File: src/rtl/tdpel_pkg.sv
// Shared types, constants and helpers for the two-dimensional parity error locator.
package tdpel_pkg;

  // Result status codes.
  typedef enum logic [1:0] {
    STATUS_CLEAN   = 2'd0,
    STATUS_SINGLE  = 2'd1,
    STATUS_CORRUPT = 2'd2
  } status_t;

  // Odd-line counter saturates at two.
  typedef logic [1:0] odd_cnt_t;
  localparam odd_cnt_t ODD_CNT_SAT = 2'd2;

  // Width of the matrix size register and of the result positions.
  localparam int unsigned SIZE_W = 8;
  localparam int unsigned POS_W  = 8;

  // Control handed from the top level to the column parity chain.
  typedef struct packed {
    logic clear;     // drop all column parities
    logic shift;     // one entry transfer is consumed this cycle
    logic last_row;  // entry belongs to the final row of the matrix
    logic entry;     // low bit of the entry
  } chain_ctrl_t;

  // Saturating increment of an odd-line counter.
  function automatic odd_cnt_t bump_count(input odd_cnt_t cnt);
    bump_count = (cnt == ODD_CNT_SAT) ? ODD_CNT_SAT : odd_cnt_t'(cnt + odd_cnt_t'(1));
  endfunction

endpackage

File: src/rtl/tdpel_cell.sv
// One column parity cell of the rotating parity chain.
module tdpel_cell import tdpel_pkg::*; (
  input  logic clk,
  input  logic clear,
  input  logic shift,
  input  logic tail,
  input  logic from_next,
  input  logic feedback,
  output logic parity
);

  // The tail cell takes the updated head value; the others take their neighbor.
  always_ff @(posedge clk) begin
    if (clear) begin
      parity <= 1'b0;
    end else if (shift) begin
      parity <= tail ? feedback : from_next;
    end
  end

endmodule

File: src/rtl/tdpel_col_chain.sv
// Rotating chain of column parity cells; the head cell is always the current column.
module tdpel_col_chain import tdpel_pkg::*; #(
  parameter int unsigned MAX_SIDE = 128,
  parameter int unsigned IDX_W    = 7
) (
  input  logic             clk,
  input  logic             rst,
  input  chain_ctrl_t      ctrl,
  input  logic [IDX_W-1:0] side_m1,
  output logic             head_parity
);

  logic [MAX_SIDE-1:0] cell_q;
  logic [MAX_SIDE-1:0] next_in;
  logic                feedback;
  logic                cell_clear;

  // Updated parity of the current column; it is dropped once the last row consumes it.
  assign head_parity = cell_q[0] ^ ctrl.entry;
  assign feedback    = ctrl.last_row ? 1'b0 : head_parity;
  assign cell_clear  = rst | ctrl.clear;

  // Each cell hands its bit toward the head; the tail cell at index side_m1 takes the feedback.
  genvar k;
  generate
    for (k = 0; k < MAX_SIDE; k++) begin : g_cell
      if (k == MAX_SIDE - 1) begin : g_end
        assign next_in[k] = 1'b0;
      end else begin : g_mid
        assign next_in[k] = cell_q[k+1];
      end
      tdpel_cell u_cell (
        .clk       (clk),
        .clear     (cell_clear),
        .shift     (ctrl.shift),
        .tail      (side_m1 == IDX_W'(k)),
        .from_next (next_in[k]),
        .feedback  (feedback),
        .parity    (cell_q[k])
      );
    end
  endgenerate

endmodule

File: src/rtl/two_dim_parity_error_locator.sv
// Top level of the two-dimensional parity error locator.
//
// Usage: write matrix_size on the cfg channel (cfg_valid/cfg_ready, ready is
// always high) while the block is idle; a write also abandons any partial
// matrix. Sizes of zero count as one, sizes above MAX_SIDE as MAX_SIDE.
// Entries stream in on entry_bit, one per transfer, row-major order. After
// the final entry of each matrix one result transfer carries check_status,
// error_row and error_col (1-based, zero unless a single bit is correctable).
// Throughput is one entry per cycle while input is not stalled: column
// parities live in a rotating chain of cells whose head is always the
// current column, so every entry is a single shift. The result is registered
// and appears the cycle after the final entry is taken. Input is stalled only
// while a result waits and the receiver stalls. Reset clears all parity state,
// sets the size to one and empties the result register.
module two_dim_parity_error_locator import tdpel_pkg::*; #(
  parameter int unsigned MAX_SIDE = 128
) (
  input  logic              clk,
  input  logic              rst,
  input  logic              cfg_valid,
  output logic              cfg_ready,
  input  logic [SIZE_W-1:0] matrix_size,
  input  logic              in_valid,
  output logic              in_stall,
  input  logic              entry_bit,
  output logic              out_valid,
  input  logic              out_stall,
  output logic [1:0]        check_status,
  output logic [POS_W-1:0]  error_row,
  output logic [POS_W-1:0]  error_col
);

  localparam int unsigned IDX_W = (MAX_SIDE > 1) ? $clog2(MAX_SIDE) : 1;
  localparam int unsigned CNT_W = $clog2(MAX_SIDE + 1);
  localparam int unsigned EXT_W = (CNT_W > SIZE_W) ? CNT_W : SIZE_W;

  logic [IDX_W-1:0] side_m1;
  logic [IDX_W-1:0] side_m1_next;
  logic [IDX_W-1:0] row_pos;
  logic [IDX_W-1:0] col_pos;
  logic             row_par;
  odd_cnt_t         odd_row_cnt;
  odd_cnt_t         odd_col_cnt;
  logic [IDX_W-1:0] odd_row_idx;
  logic [IDX_W-1:0] odd_col_idx;

  odd_cnt_t         odd_row_cnt_next;
  odd_cnt_t         odd_col_cnt_next;
  logic [IDX_W-1:0] odd_row_idx_next;
  logic [IDX_W-1:0] odd_col_idx_next;
  logic             row_par_upd;
  logic             col_par_upd;

  logic             cfg_write;
  logic             accept;
  logic             last_col;
  logic             last_row;
  logic             final_entry;
  logic [EXT_W-1:0] size_ext;
  logic [EXT_W-1:0] row_num;
  logic [EXT_W-1:0] col_num;
  status_t          status_next;
  chain_ctrl_t      chain_ctrl;

  // Handshakes.
  assign cfg_ready = 1'b1;
  assign cfg_write = cfg_valid & cfg_ready;
  assign in_stall  = out_valid & out_stall;
  assign accept    = in_valid & ~in_stall;

  // Clamp the written size into 1..MAX_SIDE and keep it as side minus one.
  assign size_ext = EXT_W'(matrix_size);
  always_comb begin
    if (size_ext == '0) begin
      side_m1_next = '0;
    end else if (size_ext > EXT_W'(MAX_SIDE)) begin
      side_m1_next = IDX_W'(MAX_SIDE - 1);
    end else begin
      side_m1_next = IDX_W'(size_ext - EXT_W'(1));
    end
  end

  // Position within the matrix.
  assign last_col    = (col_pos == side_m1);
  assign last_row    = (row_pos == side_m1);
  assign final_entry = last_col & last_row;

  // Column parity chain.
  assign chain_ctrl.clear    = cfg_write | (accept & final_entry);
  assign chain_ctrl.shift    = accept;
  assign chain_ctrl.last_row = last_row;
  assign chain_ctrl.entry    = entry_bit;

  tdpel_col_chain #(
    .MAX_SIDE (MAX_SIDE),
    .IDX_W    (IDX_W)
  ) u_chain (
    .clk         (clk),
    .rst         (rst),
    .ctrl        (chain_ctrl),
    .side_m1     (side_m1),
    .head_parity (col_par_upd)
  );

  // Odd row and odd column bookkeeping for the current entry.
  assign row_par_upd = row_par ^ entry_bit;
  always_comb begin
    odd_row_cnt_next = odd_row_cnt;
    odd_row_idx_next = odd_row_idx;
    odd_col_cnt_next = odd_col_cnt;
    odd_col_idx_next = odd_col_idx;
    if (last_col && row_par_upd) begin
      odd_row_cnt_next = bump_count(odd_row_cnt);
      odd_row_idx_next = row_pos;
    end
    if (last_row && col_par_upd) begin
      odd_col_cnt_next = bump_count(odd_col_cnt);
      odd_col_idx_next = col_pos;
    end
  end

  // Verdict for the matrix that ends with this entry.
  always_comb begin
    if (odd_row_cnt_next == odd_cnt_t'(0) && odd_col_cnt_next == odd_cnt_t'(0)) begin
      status_next = STATUS_CLEAN;
    end else if (odd_row_cnt_next == odd_cnt_t'(1) && odd_col_cnt_next == odd_cnt_t'(1)) begin
      status_next = STATUS_SINGLE;
    end else begin
      status_next = STATUS_CORRUPT;
    end
  end

  assign row_num = EXT_W'(odd_row_idx_next) + EXT_W'(1);
  assign col_num = EXT_W'(odd_col_idx_next) + EXT_W'(1);

  // Matrix state registers.
  always_ff @(posedge clk) begin
    if (rst) begin
      side_m1     <= '0;
      row_pos     <= '0;
      col_pos     <= '0;
      row_par     <= 1'b0;
      odd_row_cnt <= '0;
      odd_col_cnt <= '0;
      odd_row_idx <= '0;
      odd_col_idx <= '0;
    end else if (cfg_write) begin
      side_m1     <= side_m1_next;
      row_pos     <= '0;
      col_pos     <= '0;
      row_par     <= 1'b0;
      odd_row_cnt <= '0;
      odd_col_cnt <= '0;
      odd_row_idx <= '0;
      odd_col_idx <= '0;
    end else if (accept) begin
      if (final_entry) begin
        row_pos     <= '0;
        col_pos     <= '0;
        row_par     <= 1'b0;
        odd_row_cnt <= '0;
        odd_col_cnt <= '0;
        odd_row_idx <= '0;
        odd_col_idx <= '0;
      end else begin
        odd_row_cnt <= odd_row_cnt_next;
        odd_col_cnt <= odd_col_cnt_next;
        odd_row_idx <= odd_row_idx_next;
        odd_col_idx <= odd_col_idx_next;
        if (last_col) begin
          row_par <= 1'b0;
          col_pos <= '0;
          row_pos <= row_pos + IDX_W'(1);
        end else begin
          row_par <= row_par_upd;
          col_pos <= col_pos + IDX_W'(1);
        end
      end
    end
  end

  // Result register.
  always_ff @(posedge clk) begin
    if (rst) begin
      out_valid <= 1'b0;
    end else if (accept && final_entry) begin
      out_valid <= 1'b1;
    end else if (out_valid && !out_stall) begin
      out_valid <= 1'b0;
    end
  end

  always_ff @(posedge clk) begin
    if (accept && final_entry) begin
      check_status <= status_next;
      if (status_next == STATUS_SINGLE) begin
        error_row <= row_num[POS_W-1:0];
        error_col <= col_num[POS_W-1:0];
      end else begin
        error_row <= '0;
        error_col <= '0;
      end
    end
  end

endmodule
File: config.mk
export PLATFORM = sky130hd
export DESIGN_NAME = two_dim_parity_error_locator
export DESIGN_NICKNAME = d
export VERILOG_FILES = /design/src/rtl/tdpel_pkg.sv /design/src/rtl/tdpel_cell.sv /design/src/rtl/tdpel_col_chain.sv /design/src/rtl/two_dim_parity_error_locator.sv
export SDC_FILE = /design/constraint.sdc
export NUM_CORES = 1
export LEC_CHECK = 0
export BUFFER_PORTS_ARGS = -buffer_cell sky130_fd_sc_hd__buf_2
export CAP_MARGIN = 20
export CORE_MARGIN = 5
export CORE_UTILIZATION = 55
export CTS_CLUSTER_SIZE = 28
export DETAILED_ROUTE_END_ITERATION = 12
export PLACE_DENSITY_LB_ADDON = 0.15
export SYNTH_ARGS = -nofsm -noshare
export SYNTH_HDL_FRONTEND = slang
export SYNTH_HIERARCHICAL = 1
export SYNTH_SLANG_ARGS = --single-unit
File: constraint.sdc
create_clock -name clk -period 14.2 [get_ports clk]
set_clock_uncertainty 0.1 [all_clocks]
set_input_delay 2.13 -clock clk [delete_from_list [all_inputs] [get_ports clk]]
set_output_delay 2.13 -clock clk [all_outputs]
set_load 0.03 [all_outputs]
[Yosys cells after proc, flatten, opt, wreduce, memory -nomap -nowiden]
Cells that the tools add are included.
Word-level totals
  word-level logic and storage cells: 457
  output and inout bits: 21
  input bits: 14
  register bits: 187
Operators by class
  order comparisons: 1
  bitwise operators: 9
  equal/unequal tests: 134
  muxes and demuxes: 151
  reductions and logical operators: 15
  add/subtract/negate cells: 7
Operators with widths (count)
  $eq 7x7->1 const B: 64
  $eq 7x6->1 const B: 32
  $mux 1: 133
  $eq 7x5->1 const B: 16
  $mux 7: 10
  $eq 7x4->1 const B: 8
  $eq 7x3->1 const B: 4
  $add 7x1->8 const B: 2
  $mux 2: 8
  $add 7x1->7 const B: 2
  $eq 7x2->1 const B: 2
  $eq 7x7->1: 2
  $gt 8x8->1 const B: 1
  $logic_not 8->1: 1
  $eq 7x1->1 const B: 1
  $logic_not 7->1: 1
  $sub 7x1->7 const B: 1
  $eq 2x1->1 const B: 3
  $logic_and 1x1->1: 6
  $add 2x1->2 const B: 2
  $and 1x1->1: 4
  $eq 2x2->1 const B: 2
  $logic_not 2->1: 2
  $reduce_bool 2->1: 2
  6 further kinds: 8

[Depth between registers and ports, before layout]
  depth after elaboration: 8
  mapped depth: 11
  mapped depth without buffers: 9

[Cells and area by module]
Netlist, hierarchy kept.
Modules (own cells, without submodules)
  tdpel_cell: cells an instance 4, instances 128, seq. area each 20.0 um^2, area each 46.3 um^2
  two_dim_parity_error_locator: cells an instance 331, instances 1, seq. area each 1361.3 um^2, area each 3160.5 um^2
  tdpel_col_chain: cells an instance 186, instances 1, seq. area each 0.0 um^2, area each 923.4 um^2

[Worst setup path after synthesis]
Ideal clock, no wire load.
  path kind: input-to-reg
  start point: input out_stall
  end point: register u_chain.g_cell[0].u_cell.parity
  slack: 3.634 ns
  cell stages on the path: 5
  path buffers: 1
  arrival: 9.986 ns
  required time: 13.621 ns
  setup time: 0.479 ns
  cells stage by stage: nand2_1 nand2_1 clkinv_1 buf_1 a211oi_2
Between the ends
  longest elaborated chain between the ends: 6
Ends and longest elaborated chain
  start, declared: line two_dim_parity_error_locator.sv:27  | input logic out_stall,
  $and 1x1->1 (*): line two_dim_parity_error_locator.sv:68  | assign in_stall = out_valid & out_stall;
  $not 1->1 (*): line two_dim_parity_error_locator.sv:69  | assign accept = in_valid & ~in_stall;
  $and 1x1->1 (*): line two_dim_parity_error_locator.sv:69
  named net accept: line two_dim_parity_error_locator.sv:55  | logic accept;
  $and 1x1->1: line two_dim_parity_error_locator.sv:89  | assign chain_ctrl.clear = cfg_write | (accept & final_entry);
  $or 1x1->1: line two_dim_parity_error_locator.sv:89
  $or 1x1->1: line tdpel_col_chain.sv:21  | assign cell_clear = rst | ctrl.clear;
  end signal, assigned: line tdpel_cell.sv:17  | parity <= tail ? feedback : from_next;
  end, declared: line tdpel_cell.sv:9  | output logic parity
The timed path passes the listed nets; every way through them passes the cells marked *.
A chain may end at the register's enable or synchronous reset.

==> impl_metrics.json <==
{
  "cts_tree": "built",
  "hp-class": "reg -> reg",
  "clk_path_buf_depth": 2,
  "cp-start-kind": "primary input",
  "p_sw_mw": 0.320,
  "fin_util_pct": 60.4,
  "grt_start_max_net_pins": 130,
  "clockPowerShare_pct": 39.5,
  "synth.ff_latch_count": 187,
  "drtPass1Iterations": 4,
  "critPathCaptureType": "flop",
  "swShare_pct": 27.6,
  "instances_no_fill": 1285,
  "seqPwrFrac_pct": 48.4,
  "grt_usage_pct": 19.6,
  "drive_above_1_share_pct": 22.3,
  "grt_pass1_vias": 6768,
  "fp.coreArea_um2": 18000,
  "drc": 0,
  "min_period_ns": 5.43,
  "setup_viol": 0,
  "syn-num-nets": 1051,
  "ys_warn_count": 6,
  "synth_edf_count": 18,
  "p_comb_share_pct": 12.0,
  "worst_pin_slew_ns": 1.12,
  "post_synth_num_cell_types": 55,
  "synth_area_um2": 10000,
  "final.period_utilization_pct": 38.2,
  "synthToLayoutAreaGrowth_pct": 8.37,
  "gp_congestion": 0.786,
  "n_antenna_cell": 0,
  "crit_type": "in -> reg",
  "ctsResizeCount": 0,
  "setup-tns-final_ns": 0,
  "finish.net_count": 1065,
  "drt_first_iter_violations": 371,
  "fp-row-count": 49,
  "vias": 7126,
  "grt_remaining_overflow": 0,
  "cts_htree_levels": 4,
  "clock_sinks": 187,
  "io_buffers": 33,
  "die_h_um": 145,
  "die_w_um": 145,
  "crit_fanout": 67,
  "synthCells": 1029,
  "status": "finished, final reports clean",
  "drv_cap": 0,
  "ys_seq_area_share_pct": 39.2,
  "ir_worst_vdd_v": 0.0000967,
  "placed_area_um2": 10300,
  "rsz0062_at_grt": "no",
  "dieArea_um2": 21000,
  "cp.arrival_ns": 5.59,
  "postCtsHoldBufs": 0,
  "timing.fmax_mhz": 184,
  "grt_pass1_wl_um": 34800,
  "p_leak_nw": 3.47,
  "wl_per_cell_um": 16.0,
  "dp_cells": 1253,
  "report.final.hold_viol_count": 0,
  "cts-buffers-inserted": 17,
  "required_ns": 14.36,
  "clk_pin_slew_worst_paths_ns": 0.07,
  "cts_root_buf": "clkbuf_16",
  "slew_viol_final": 0,
  "synth-async-reset-ratio_pct": 0,
  "postSynthAreaPerCell_um2": 9.73,
  "slew_headroom_pct": 25.3,
  "cts_setup_buffers": 0,
  "postRouteAntennaNets": 0,
  "antenna_found_initial": 0,
  "hpwl_um": 12500,
  "timing.hold.ws_ns": 0.355,
  "design_area_um2": 10800,
  "vias_per_cell": 5.55,
  "p_per_area_nw_per_um2": 107,
  "internal-power_mw": 0.839,
  "ioPinCount": 35,
  "clk_latency_ns": 0.43,
  "ys.flop_type": "dfxtp_1",
  "start_util_pct": 55.7,
  "drt-total-wl_um": 20600
}
cells in the final DEF (no fill, tap or decap), types with 17 or more instances in the layout:
cell type	instances
a211oi_2	128
buf_2	33
nor2_1	277
mux2i_1	140
a21oi_1	18
nand3_1	21
dfxtp_1	169
clkbuf_16	17
edfxtp_1	18
xor2_1	27
nand2_1	30
xnor2_1	18
routing by layer:
| layer | track usage, % | wire [um] |
|---|---|---|
| met5 | 0 | 0 |
| met2 | 34.0 | 10300 |
| met1 | 24.5 | 9460 |
| met3 | 4.33 | 669 |
| met4 | 5.56 | 176 |
registers in the layout, summed over array words and instances, names as in the netlist:
register                      flops
check_status                      2
col_pos                           7
error_col                         8
error_row                         8
odd_col_cnt                       2
odd_col_idx                       7
odd_row_cnt                       2
odd_row_idx                       7
out_valid                         1
row_par                           1
row_pos                           7
side_m1                           7
u_chain/g_cell.u_cell/parity    128
synthesized netlist by cell type (8+ instances only):
cell type	instances	area (um^2)
a211oi_2	128	1600
a21o_1	8	60.1
a21oi_1	18	90.1
a22o_1	11	96.3
buf_2	15	75.1
clkbuf_1	19	71.3
dfxtp_1	169	3380
edfxtp_1	18	541
ha_1	8	100
inv_1	14	52.6
mux2i_1	140	1400
nand2_1	30	113
nand3_1	21	105
nor2_1	277	1040
nor2_2	14	87.6
xnor2_1	18	158
xor2_1	27	236
worst max-delay path, stage by stage:
cell      delay (ns)
buf_2           0.09
nand2_1         0.08
nand2_1         0.36
nor3_2          0.56
nand2_1         0.21
nand2b_1        0.12
or2_4           0.11
buf_4           0.82
buf_4           0.91
a211oi_2        0.05
final cells by class:
cell class,instances,area [um^2]
Fill cell,1549,7120
Clock inverter,12,111
Sequential cell,187,3920
Multi-Input combinational cell,781,5790
Clock buffer,20,447
Tap cell,229,287
Timing Repair Buffer,41,225
Inverter,15,63.8
stage by stage:
stage / power (mW) / setup slack [ns]
after global routing: 1.21 / 8.45
after detailed placement: 0.713 / 8.37
after global placement: 0.712 / 8.41
final: 1.16 / 8.77
after floorplan: 0.697 / 3.63
after CTS: 1.17 / 8.81
power groups by stage:
stage / clock network [mW] / registers (mW) / logic (mW)
2_1_floorplan: 0 / 0.568 / 0.129
3_3_place_gp: 0 / 0.573 / 0.139
3_5_place_dp: 0 / 0.573 / 0.140
4_1_cts: 0.467 / 0.561 / 0.141
5_1_grt: 0.492 / 0.563 / 0.153
6_report: 0.458 / 0.561 / 0.140
final timing paths:
check                   from  slack, ns                          endpoint  depth (start not counted)
setup / recovery   out_stall       8.77  u_chain/g_cell[12].u_cell/parity                         10
hold / removal    side_m1[1]       0.36                        side_m1[1]                          1
setup reg to reg  side_m1[2]       9.82  u_chain/g_cell[12].u_cell/parity                         10
hold reg to reg   side_m1[1]       0.36                        side_m1[1]                          1
kinds of logic after synthesis:
group	share of synthesized area, %
DFF	39.2
buffers and inverters	3.05
adders and majority gates	1.00
AOI/OAI and AO/OA	19.2
muxes	14.8
other	0.0750
xor gates and xnor gates	4.26
and+or+nand+nor	18.4
(Power assumes the default switching activity.)
